**src/khm_pkg.sv**
```systemverilog
// shared types and constants for the k-way heap merge block
package khm_pkg;

    localparam int VALUE_W         = 32;
    localparam int SRC_RUN_W       = 4;
    localparam int WAYS_W          = 5;
    localparam logic [WAYS_W-1:0] WAYS_RESET = 5'd16;

    // datapath commands, one cycle each
    typedef struct packed {
        logic accept;      // latch the input item
        logic fill_step;   // append the item during fill
        logic build_rd;    // start a build sift at the next internal node
        logic merge_rd;    // fetch the node that replaces the root
        logic load_node;   // capture the moving node
        logic load_merge;  // moving node takes the input value when not exhausted
        logic kids_rd;     // read both children of the current position
        logic cmp_step;    // compare and move one level down
        logic out_load;    // load the output register
    } khm_cmd_t;

    typedef struct packed {
        logic fill_last;
        logic heap_empty;
        logic bstart_zero;
        logic moved;
        logic out_free;
    } khm_status_t;

endpackage

```
**src/khm_ctrl.sv**
```systemverilog
// control state machine for the k-way heap merge
module khm_ctrl
    import khm_pkg::*;
(
    input  logic        clk,
    input  logic        rst_n,
    input  logic        in_valid,
    output logic        in_stall,
    input  khm_status_t status,
    output khm_cmd_t    cmd
);

    typedef enum logic [2:0] {
        S_IDLE,
        S_BUILD,
        S_MERGE_RD,
        S_LOAD,
        S_KIDS,
        S_CMP,
        S_ROOT,
        S_OUT
    } state_t;

    state_t state_reg, state_next;
    logic   merging_reg, merging_next;
    logic   building_reg, building_next;

    always_comb
    begin
        state_next    = state_reg;
        merging_next  = merging_reg;
        building_next = building_reg;
        cmd           = '0;
        in_stall      = (state_reg != S_IDLE);

        case (state_reg)
            S_IDLE:
            begin
                if (in_valid)
                begin
                    cmd.accept = 1'b1;
                    if (!merging_reg)
                    begin
                        cmd.fill_step = 1'b1;
                        if (status.fill_last)
                        begin
                            merging_next  = 1'b1;
                            building_next = 1'b1;
                            state_next    = S_BUILD;
                        end
                    end
                    else if (status.heap_empty)
                    begin
                        state_next = S_ROOT;
                    end
                    else
                    begin
                        state_next = S_MERGE_RD;
                    end
                end
            end
            S_BUILD:
            begin
                if (status.bstart_zero)
                begin
                    building_next = 1'b0;
                    state_next    = S_ROOT;
                end
                else
                begin
                    cmd.build_rd = 1'b1;
                    state_next   = S_LOAD;
                end
            end
            S_MERGE_RD:
            begin
                cmd.merge_rd = 1'b1;
                state_next   = S_LOAD;
            end
            S_LOAD:
            begin
                cmd.load_node  = 1'b1;
                cmd.load_merge = !building_reg;
                state_next     = S_KIDS;
            end
            S_KIDS:
            begin
                cmd.kids_rd = 1'b1;
                state_next  = S_CMP;
            end
            S_CMP:
            begin
                cmd.cmp_step = 1'b1;
                if (status.moved)
                    state_next = S_KIDS;
                else if (building_reg)
                    state_next = S_BUILD;
                else
                    state_next = S_ROOT;
            end
            S_ROOT:
            begin
                state_next = S_OUT;
            end
            S_OUT:
            begin
                if (status.out_free)
                begin
                    cmd.out_load = 1'b1;
                    if (status.heap_empty)
                        merging_next = 1'b0;
                    state_next = S_IDLE;
                end
            end
            default:
            begin
                state_next = S_IDLE;
            end
        endcase
    end

    always_ff @(posedge clk or negedge rst_n)
    begin
        if (!rst_n)
        begin
            state_reg    <= S_IDLE;
            merging_reg  <= 1'b0;
            building_reg <= 1'b0;
        end
        else
        begin
            state_reg    <= state_next;
            merging_reg  <= merging_next;
            building_reg <= building_next;
        end
    end

endmodule

```
**src/khm_datapath.sv**
```systemverilog
// heap memory, sift-down compare stage, counters and output register
module khm_datapath
    import khm_pkg::*;
#(
    parameter int MAX_RUNS = 16
)
(
    input  logic                          clk,
    input  logic                          rst_n,
    input  khm_cmd_t                      cmd,
    output khm_status_t                   status,
    input  logic signed [VALUE_W-1:0]     value,
    input  logic                          exhausted,
    input  logic                          ways_we,
    input  logic [WAYS_W-1:0]             ways,
    output logic                          out_valid,
    input  logic                          out_stall,
    output logic signed [VALUE_W-1:0]     value_res,
    output logic [SRC_RUN_W-1:0]          source_run,
    output logic                          done_res
);

    localparam int IW   = $clog2(MAX_RUNS);
    localparam int CW   = $clog2(MAX_RUNS + 1);
    localparam int EW   = (CW > WAYS_W) ? CW : WAYS_W;
    localparam int KW   = IW + 2;
    localparam int PADW = (IW > SRC_RUN_W) ? IW : SRC_RUN_W;

    // heap storage
    logic signed [VALUE_W-1:0] mem_value [MAX_RUNS];
    logic [IW-1:0]             mem_run   [MAX_RUNS];

    logic signed [VALUE_W-1:0] rd0_value_reg, rd1_value_reg;
    logic [IW-1:0]             rd0_run_reg, rd1_run_reg;
    logic [IW-1:0]             rd_addr0, rd_addr1;

    logic                      wr_en;
    logic [IW-1:0]             wr_addr;
    logic signed [VALUE_W-1:0] wr_value;
    logic [IW-1:0]             wr_run;

    logic [CW-1:0]             count_reg, count_next;
    logic [CW-1:0]             fill_index_reg, fill_index_next;
    logic [WAYS_W-1:0]         ways_reg, ways_next;
    logic                      out_valid_reg, out_valid_next;

    logic [IW-1:0]             bstart_reg, bstart_next;
    logic [IW-1:0]             pos_reg, pos_next;
    logic signed [VALUE_W-1:0] node_value_reg, node_value_next;
    logic [IW-1:0]             node_run_reg, node_run_next;
    logic signed [VALUE_W-1:0] value_q_reg, value_q_next;
    logic                      ex_q_reg, ex_q_next;
    logic signed [VALUE_W-1:0] value_res_reg, value_res_next;
    logic [SRC_RUN_W-1:0]      source_run_reg, source_run_next;
    logic                      done_res_reg, done_res_next;

    logic [EW-1:0]             rc_ext, eff_runs, fill_next_ext;
    logic [CW-1:0]             base_count, count_fill;
    logic                      append;
    logic [KW-1:0]             left_idx, right_idx;
    logic                      left_ok, right_ok, take_left, take_right;
    logic signed [VALUE_W-1:0] best_value;
    logic [PADW-1:0]           run_pad;
    logic                      heap_empty;

    // effective run count: zero acts as one, large values clip to capacity
    always_comb
    begin
        rc_ext = EW'(ways_reg);
        if (rc_ext == '0)
            eff_runs = EW'(1);
        else if (rc_ext > EW'(MAX_RUNS))
            eff_runs = EW'(MAX_RUNS);
        else
            eff_runs = rc_ext;
        fill_next_ext = EW'(fill_index_reg) + EW'(1);
    end

    assign heap_empty = (count_reg == '0);
    assign base_count = (fill_index_reg == '0) ? '0 : count_reg;
    assign append     = !exhausted && (base_count < CW'(MAX_RUNS));
    assign count_fill = base_count + CW'(append);

    assign left_idx  = KW'({pos_reg, 1'b1});
    assign right_idx = left_idx + KW'(1);
    assign left_ok   = left_idx < KW'(count_reg);
    assign right_ok  = right_idx < KW'(count_reg);

    // left child preferred, a child moves up only when strictly smaller
    always_comb
    begin
        best_value = node_value_reg;
        take_left  = 1'b0;
        take_right = 1'b0;
        if (left_ok && (rd0_value_reg < node_value_reg))
        begin
            best_value = rd0_value_reg;
            take_left  = 1'b1;
        end
        if (right_ok && (rd1_value_reg < best_value))
        begin
            take_left  = 1'b0;
            take_right = 1'b1;
        end
    end

    assign run_pad = PADW'(rd0_run_reg);

    always_comb
    begin
        if (cmd.build_rd)
            rd_addr0 = bstart_reg - IW'(1);
        else if (cmd.merge_rd)
            rd_addr0 = ex_q_reg ? IW'(count_reg - CW'(1)) : '0;
        else if (cmd.kids_rd)
            rd_addr0 = left_idx[IW-1:0];
        else
            rd_addr0 = '0;
        rd_addr1 = right_idx[IW-1:0];
    end

    always_comb
    begin
        count_next      = count_reg;
        fill_index_next = fill_index_reg;
        ways_next       = ways_reg;
        out_valid_next  = out_valid_reg;
        bstart_next     = bstart_reg;
        pos_next        = pos_reg;
        node_value_next = node_value_reg;
        node_run_next   = node_run_reg;
        value_q_next    = value_q_reg;
        ex_q_next       = ex_q_reg;
        value_res_next  = value_res_reg;
        source_run_next = source_run_reg;
        done_res_next   = done_res_reg;
        wr_en           = 1'b0;
        wr_addr         = pos_reg;
        wr_value        = node_value_reg;
        wr_run          = node_run_reg;

        if (ways_we)
            ways_next = ways;

        if (cmd.accept)
        begin
            value_q_next = value;
            ex_q_next    = exhausted;
        end

        if (cmd.fill_step)
        begin
            wr_en           = append;
            wr_addr         = base_count[IW-1:0];
            wr_value        = value;
            wr_run          = fill_index_reg[IW-1:0];
            count_next      = count_fill;
            fill_index_next = fill_index_reg + CW'(1);
            bstart_next     = IW'(count_fill >> 1);
        end

        if (cmd.build_rd)
        begin
            bstart_next = bstart_reg - IW'(1);
            pos_next    = bstart_reg - IW'(1);
        end

        if (cmd.merge_rd)
        begin
            pos_next = '0;
            if (ex_q_reg)
                count_next = count_reg - CW'(1);
        end

        if (cmd.load_node)
        begin
            node_value_next = (cmd.load_merge && !ex_q_reg) ? value_q_reg : rd0_value_reg;
            node_run_next   = rd0_run_reg;
        end

        if (cmd.cmp_step)
        begin
            wr_en   = 1'b1;
            wr_addr = pos_reg;
            if (take_left)
            begin
                wr_value = rd0_value_reg;
                wr_run   = rd0_run_reg;
                pos_next = left_idx[IW-1:0];
            end
            else if (take_right)
            begin
                wr_value = rd1_value_reg;
                wr_run   = rd1_run_reg;
                pos_next = right_idx[IW-1:0];
            end
        end

        if (out_valid_reg && !out_stall)
            out_valid_next = 1'b0;

        if (cmd.out_load)
        begin
            out_valid_next  = 1'b1;
            done_res_next   = heap_empty;
            value_res_next  = heap_empty ? '0 : rd0_value_reg;
            source_run_next = heap_empty ? '0 : run_pad[SRC_RUN_W-1:0];
            if (heap_empty)
                fill_index_next = '0;
        end
    end

    always_ff @(posedge clk)
    begin
        if (wr_en)
        begin
            mem_value[wr_addr] <= wr_value;
            mem_run[wr_addr]   <= wr_run;
        end
        rd0_value_reg <= mem_value[rd_addr0];
        rd0_run_reg   <= mem_run[rd_addr0];
        rd1_value_reg <= mem_value[rd_addr1];
        rd1_run_reg   <= mem_run[rd_addr1];
    end

    always_ff @(posedge clk or negedge rst_n)
    begin
        if (!rst_n)
        begin
            count_reg      <= '0;
            fill_index_reg <= '0;
            ways_reg       <= WAYS_RESET;
            out_valid_reg  <= 1'b0;
        end
        else
        begin
            count_reg      <= count_next;
            fill_index_reg <= fill_index_next;
            ways_reg       <= ways_next;
            out_valid_reg  <= out_valid_next;
        end
    end

    always_ff @(posedge clk)
    begin
        bstart_reg     <= bstart_next;
        pos_reg        <= pos_next;
        node_value_reg <= node_value_next;
        node_run_reg   <= node_run_next;
        value_q_reg    <= value_q_next;
        ex_q_reg       <= ex_q_next;
        value_res_reg  <= value_res_next;
        source_run_reg <= source_run_next;
        done_res_reg   <= done_res_next;
    end

    always_comb
    begin
        status.fill_last   = (fill_next_ext >= eff_runs);
        status.heap_empty  = heap_empty;
        status.bstart_zero = (bstart_reg == '0);
        status.moved       = take_left || take_right;
        status.out_free    = !out_valid_reg || !out_stall;
    end

    assign out_valid  = out_valid_reg;
    assign value_res  = value_res_reg;
    assign source_run = source_run_reg;
    assign done_res   = done_res_reg;

endmodule

```
**src/kway_heap_merge_core.sv**
```systemverilog
// k-way merge of sorted runs through a binary min-heap, top level
// fill items are accepted while idle; the last one adds the heap build: per internal node a
// load step, then read and compare per level moved; then finish, read, present the root
// merge item: fetch, load, read and compare per level moved, read and present the root;
// one shared compare stage; one item at a time, a result waits in the output reg
// rst_n is asynchronous active low: fill phase, empty heap, ways back to 16
module kway_heap_merge_core
    import khm_pkg::*;
#(
    parameter int MAX_RUNS = 16
)
(
    input  logic                      clk,
    input  logic                      rst_n,
    input  logic                      in_valid,
    output logic                      in_stall,
    input  logic signed [VALUE_W-1:0] value,
    input  logic                      exhausted,
    output logic                      out_valid,
    input  logic                      out_stall,
    output logic signed [VALUE_W-1:0] value_res,
    output logic [SRC_RUN_W-1:0]      source_run,
    output logic                      done_res,
    input  logic                      ways_we,
    input  logic [WAYS_W-1:0]         ways
);

    khm_cmd_t    cmd;
    khm_status_t status;

    khm_ctrl u_ctrl (
        .clk      (clk),
        .rst_n    (rst_n),
        .in_valid (in_valid),
        .in_stall (in_stall),
        .status   (status),
        .cmd      (cmd)
    );

    khm_datapath #(
        .MAX_RUNS (MAX_RUNS)
    ) u_datapath (
        .clk          (clk),
        .rst_n        (rst_n),
        .cmd          (cmd),
        .status       (status),
        .value        (value),
        .exhausted    (exhausted),
        .ways_we      (ways_we),
        .ways         (ways),
        .out_valid    (out_valid),
        .out_stall    (out_stall),
        .value_res    (value_res),
        .source_run   (source_run),
        .done_res     (done_res)
    );

endmodule

```
**config.mk**
```make
export PLATFORM = sky130hd
export DESIGN_NAME = kway_heap_merge_core
export DESIGN_NICKNAME = d
export VERILOG_FILES = /design/src/khm_pkg.sv /design/src/khm_ctrl.sv /design/src/khm_datapath.sv /design/src/kway_heap_merge_core.sv
export SDC_FILE = /design/constraint.sdc
export NUM_CORES = 1
export LEC_CHECK = 0
export ABC_CLOCK_PERIOD_IN_PS = 8400
export BUFFER_PORTS_ARGS = -buffer_cell sky130_fd_sc_hd__buf_2
export CAP_MARGIN = 20
export CORE_UTILIZATION = 30
export DETAILED_ROUTE_END_ITERATION = 6
export GPL_ROUTABILITY_DRIVEN = 0
export MAX_ROUTING_LAYER = met4
export PLACE_DENSITY = 0.54
export SLEW_MARGIN = 5
export SYNTH_ARGS = -nofsm -noshare
export SYNTH_HDL_FRONTEND = slang
export SYNTH_SLANG_ARGS = --single-unit
export TNS_END_PERCENT = 50
```
**constraint.sdc**
```tcl
create_clock -name clk -period 8.4 [get_ports clk]
set_clock_uncertainty 0.2 [all_clocks]
set_input_delay 0.42 -clock clk [delete_from_list [all_inputs] [get_ports clk]]
set_output_delay 0.42 -clock clk [all_outputs]
set_load 0.005 [all_outputs]
```
**Yosys cells after proc, flatten, opt, wreduce, memory -nomap -nowiden**

Memory sizes are Yosys's and may differ from the RTL's. A register that Yosys moved wholly into a read port is not among the register bits.
Cells that the tools add are included.

- Register bits after elaboration: 135
- Bits in writable memories: 576
- Bits of input ports: 43
- Output and inout bits: 39
- Logic and storage cells: 141
- Memories: 2

Memory list:

| name | depth | bits a word | read ports | clocked after memory_dff | write ports | line | text |
|---|---|---|---|---|---|---|---|
| u_datapath.mem_value | 16 | 32 | 2 | 2 | 1 | khm_datapath.sv:30 | `logic signed [VALUE_W-1:0] mem_value [MAX_RUNS];` |
| u_datapath.mem_run | 16 | 4 | 2 | 2 | 1 | khm_datapath.sv:31 | `logic [IW-1:0] mem_run [MAX_RUNS];` |

- Add/subtract/negate cells: 5
- Magnitude comparators: 7
- Equality and inequality tests: 14
- Muxes and demuxes: 72
- Reductions and logical operators: 25

Operator list:

| kind | number |
|---|---|
| two-way mux 32 bit | 6 |
| two-way mux 4 bit | 17 |
| less-than comparator 32 bit | 2 |
| two-way mux 5 bit | 9 |
| two-way mux 1 bit | 26 |
| two-way mux 3 bit | 8 |
| case mux 3 bit (8 select lines) | 1 |
| logical NOT 5 bit | 3 |
| equality test 3 bit, second input constant | 4 |
| inequality test 2 bit, second input constant | 5 |
| nonzero test 2 bit | 4 |
| adder 5 x 1 -> 6 bit, second input constant | 1 |
| equality test 3 x 2 -> 1 bit, second input constant | 2 |
| less-than comparator 6 x 5 -> 1 bit | 1 |
| two-way mux 2 bit | 3 |
| adder 5 x 1 -> 5 bit | 1 |
| adder 5 x 1 -> 5 bit, second input constant | 1 |
| greater-or-equal comparator 5 bit | 1 |
| greater-than comparator 5 bit, second input constant | 1 |
| logical AND 1 bit | 5 |
| logical NOT 1 bit | 5 |
| less-than comparator 5 bit | 1 |
| less-than comparator 5 bit, second input constant | 1 |
| AND reduction 5 bit | 1 |
| other kinds (12) | 14 |

**Longest topological paths before layout**

- Word-level depth: 9
- Depth in mapped cells: 24
- Mapped depth without buffers: 20

**Modules after synthesis**

A second synthesis with hierarchy kept.

- Cell total of the unflattened synthesis: 2013
- Area, all modules: 34519.4 um^2

Modules (own cells, without submodules):

| module | times used | cells each | area each (um^2) |
|---|---|---|---|
| khm_datapath | 1 | 1961 | 34107.7 |
| khm_ctrl | 1 | 52 | 411.6 |

**Least setup slack after synthesis**

No wires, ideal clock.

- Path kind: register to register
- Start: register u_datapath.node_value_reg[27]
- End: memory u_datapath.mem_value[0][12], data pin
- Data arrival time: 5.794 ns
- Data required time: 7.852 ns
- Path slack: 2.058 ns
- Stages on the path, launching flop included: 23
- Cells stage by stage: edfxtp_1 > inv_1 > ha_1 > nand4_1 > or4_1 > a311o_1 > a21oi_2 > o21a_1 > clkbuf_1 > buf_1 > mux2i_1 > ha_1 > nand4_1 > nor4_1 > nand4_1 > nor3_1 > a31oi_1 > o211ai_1 > a221oi_4 > mux2i_2 > buf_2 > nor2b_1 > a221oi_1

- Cells in the longest elaborated chain, start to end: 9
- Elaborated cells between the ends (all ways): 11

RTL lines:

| what | line | text |
|---|---|---|
| start, declared | khm_datapath.sv:49 | `logic signed [VALUE_W-1:0] node_value_reg, node_value_next;` |
| start signal, assigned | khm_datapath.sv:248 | `node_value_reg <= node_value_next;` |
| less-than comparator 32 bit | khm_datapath.sv:95 | `if (left_ok && (rd0_value_reg < node_value_reg))` |
| logical AND 1 bit | khm_datapath.sv:95 |  |
| two-way mux 32 bit | khm_datapath.sv:95 |  |
| less-than comparator 32 bit | khm_datapath.sv:100 | `if (right_ok && (rd1_value_reg < best_value))` |
| logical AND 1 bit | khm_datapath.sv:100 |  |
| two-way mux 1 bit | khm_datapath.sv:100 |  |
| two-way mux 32 bit | khm_datapath.sv:191 | `else if (take_right)` |
| two-way mux 32 bit * | khm_datapath.sv:185 | `if (take_left)` |
| two-way mux 32 bit * | khm_datapath.sv:181 | `if (cmd.cmp_step)` |
| net u_datapath.wr_value[12] | khm_datapath.sv:39 | `logic signed [VALUE_W-1:0] wr_value;` |
| end, declared | khm_datapath.sv:30 |  |

Mark *: on every way through the listed nets, which the timed path passes. The rest lies on a longest branch.

**Worst setup path in the final report**

- Start: register u_datapath.node_value_reg[15]
- End: memory u_datapath.mem_value[12][16], data pin

Same word-level chain as after synthesis.

==> results.py <==
metrics = {
    "yosys": {
        "synth_warnings": 0,
        "ys_types": 68,
        "synth-seq-area-share": 0.6380,
        "yosysTopAreaCellShare": 0.5803,
        "synth_area_um2": 35500,
        "synthXorXnorAreaFrac": 0.003948,
        "synthArstFlopShare": 0.02682,
        "avgSynthCellArea_um2": 13.31,
        "synth.largest_area_cell": "edfxtp_1",
        "synth_seq_cells": 783,
        "synth_edf_count": 686,
        "yosys_most_used_dff": "edfxtp_1",
        "syn_inst": 2668,
        "yosys.area_share.simple": 0.09478,
        "synthMuxAreaShare": 0.08896,
        "synth_fa_ha_area_frac": 0.02890,
        "synth_nets": 2793,
        "netlist_top_cells_area": "edfxtp_1 (58%), mux4_2 (4.6%), dfxtp_1 (4.3%), a211oi_1 (4.0%), nand2_1 (3.9%)",
        "synth_top_family_by_area": "compound AO/OA/AOI/OAI gates",
        "synth-compound-area-share": 0.1165,
    },
    "placed_design": {
        "dp_slack_ns": 1.585,
        "numPortBuffers": 81,
        "hpwl_mm": 59.43,
    },
    "run_status": {
        "status": "finished clean",
    },
    "cts": {
        "cts-root-buf": "clkbuf_16",
        "ctsResizeCount": 0,
        "clock_sinks": 783,
        "tritoncts": "done",
        "clock_path_buffers": 3,
        "cts.clk_slew.worst_paths_ns": 0.07,
        "htreeDepth": 3,
        "clock_latency_ns": 0.65,
        "cts_buffers": 78,
    },
    "sta": {
        "fin_tns_setup_ns": 0,
        "worstMarginPinSlew_ns": 1.095,
        "finalSetupViolCount": 0,
        "min_period_ns": 6.841,
        "finalMaxSlewViolations": 0,
        "rsz0062_at_grt": "no",
        "fmax_ghz": 0.1462,
        "final.setup.worst_slack_ns": 1.559,
        "fin_crit_sh": 0.8144,
        "hold_violations": 0,
        "slew_headroom": 0.2680,
    },
    "final_layout": {
        "syn2layout_area_growth_pct": 15.56,
        "multi_input_area_um2": 12090,
        "reg.largest.list": "u_datapath.mem_value (512), u_datapath.mem_run (64)",
        "drive_gt1_frac": 0.1631,
        "final_common_cell": "edfxtp_1",
        "final_cell_mix": "edfxtp_1 (686), nand2_1 (365), a211oi_1 (187)",
        "finalNetCount": 2894,
        "top_register": "u_datapath.mem_value",
        "largest_reg_flops": 512,
        "register_area_um2": 22650,
        "diodes": 0,
        "nFillCells": 11195,
    },
    "route": {
        "drt-total-wl_mm": 105.8,
        "drc": 0,
        "vias": 22968,
        "routedWlPerCell_um": 24.29,
        "drtAntennaViolNets": 0,
        "drt_iter0_markers": 2105,
        "drtPass1Iterations": 5,
        "viasPerCell": 5.272,
    },
    "pwr": {
        "power_density_nw_per_um2": 450.9,
        "ir_drop_mv": 0.3564,
        "p_leak_nw": 13.84,
    },
    "grt": {
        "grt_use_total": 0.1788,
        "grt_overflow": 0,
        "grt_pass1_vias": 22644,
        "antenna_found_initial": 1,
        "grt_pass1_wl_mm": 154.7,
        "grt_start_max_net_pins": 191,
    },
    "floorplanning": {
        "die_y_um": 346.0,
        "core_um2": 116700,
        "rows": 125,
        "start_util": 0.3042,
        "ios": 82,
        "die_w_um": 346.0,
        "die-area_um2": 119700,
    },
    "run": {
        "cap_violations": 0,
    },
    "worst_hold_path": {
        "hold_class": "in -> async",
    },
    "critical_path": {
        "cp.arrival_ns": 7.11,
        "path_class": "reg -> reg",
        "start_kind": "register",
        "end_kind": "register",
        "cp_max_fo": 23,
        "cp.required_ns": 8.67,
    },
}
report_power, final:
group / leakage [nW] / switching (W) / internal (W)
clock network: 1.25 / 0.00150 / 0.00204
logic: 5.48 / 0.00540 / 0.00298
registers: 7.11 / 0.000548 / 0.00604
total: 13.8 / 0.00745 / 0.0111
metal layers:
metal | global-route usage | vias to the layer above | wire (um)
met5 | - | - | 0
met4 | 0.05977 | 0 | 3061
met3 | 0.02288 | 160 | 5818
met2 | 0.2901 | 764 | 51140
met1 | 0.2309 | 11646 | 45810
li1 | - | 10398 | -
synth_stat cells (all sizes together), types with 4 or more instances:
cell,count
dfxtp,76
inv,79
nor2b,60
mux2,73
clkbuf,134
xnor2,7
mux4,72
a221oi,28
edfxtp,686
o21a,5
mux2i,71
a211oi,187
nand2,368
a31oi,79
a21o,8
a2bb2oi,5
o21ai,51
a21oi,121
o221a,10
and3,4
buf,49
nor4,4
nand3,17
dfrtp,20
xor2,9
ha,82
nand4,8
nor2,73
nor3,15
a311oi,74
and2,147
nand2b,11
final timing paths:
| path | start | to | slack [ns] | cells past startpoint |
|---|---|---|---|---|
| min in group clk | value[28] | u_datapath.value_q_reg[28] | 0.33 | 2 |
| worst max register to register | u_datapath.node_value_reg[15] | u_datapath.mem_value[12][16] | 1.56 | 23 |
| worst min-delay path | rst_n | u_datapath.fill_index_reg[4] | 0.10 | 2 |
| worst max-delay path | u_datapath.node_value_reg[15] | u_datapath.mem_value[12][16] | 1.56 | 23 |
| max in group asynchronous | rst_n | u_ctrl.state_reg[1] | 7.52 | 2 |
| worst min register to register | u_datapath.value_q_reg[5] | u_datapath.node_value_reg[5] | 0.34 | 1 |
critical path: stages, from the launching register on:
cell       delay (ns)
edfxtp_1         0.36
inv_1            0.06
ha_1             0.31
nand4_1          0.17
nor3_1           0.45
o2111ai_1        0.18
a311o_1          0.43
a21oi_2          0.22
o21a_2           0.66
buf_4            0.34
mux2i_1          0.11
ha_1             0.38
nand3_1          0.13
nor3_1           0.31
nand4_1          0.19
nor3_1           0.38
a31oi_1          0.16
o211ai_1         0.17
a221oi_4         0.10
mux2i_4          0.26
buf_4            0.46
nor2b_1          0.10
a221oi_1         0.25
buf_4            0.27
what timing repair did:
| action | 4_1_cts | 5_1_grt |
|---|---|---|
| hold buffers | 47 | 0 |
| setup buffers | 0 | 0 |
| hold endpoints to repair | 61 | 0 |
| endpoints found under the setup margin | 0 | 0 |
cells by family after synthesis:
kind of cell | after synthesis
flops | 783
simple gates | 717
compound gates | 592
buf+inv | 262
mux | 216
fa+ha+maj | 82
xor+xnor | 16
cell type report:
cell class / count / share of cell area
clock inverter: 31 / 0.007717
tap: 1524 / 0.04648
inverter: 79 / 0.007229
timing repair buffer: 204 / 0.03709
multi-input combinational: 1623 / 0.2947
clock buffer: 113 / 0.05460
sequential: 783 / 0.5522
metrics by stage:
| stage | hold slack, ns | utilization | instance area (um^2) | std cells | power [W] |
|---|---|---|---|---|---|
| after floorplan | -0.07559 | - | 35500 | 2668 | 0.01199 |
| after global placement | 0.2359 | 0.3254 | 37970 | 4164 | 0.01495 |
| after detailed placement | 0.2316 | 0.3256 | 37990 | 4165 | 0.01497 |
| after CTS | 0.09127 | 0.3515 | 41010 | 4356 | 0.01855 |
| after global routing | 0.1358 | 0.3516 | 41020 | 4357 | 0.01954 |
| final | 0.1029 | 0.3516 | 41020 | 4357 | 0.01850 |
No activity file was read; power rests on OpenSTA's default activity.
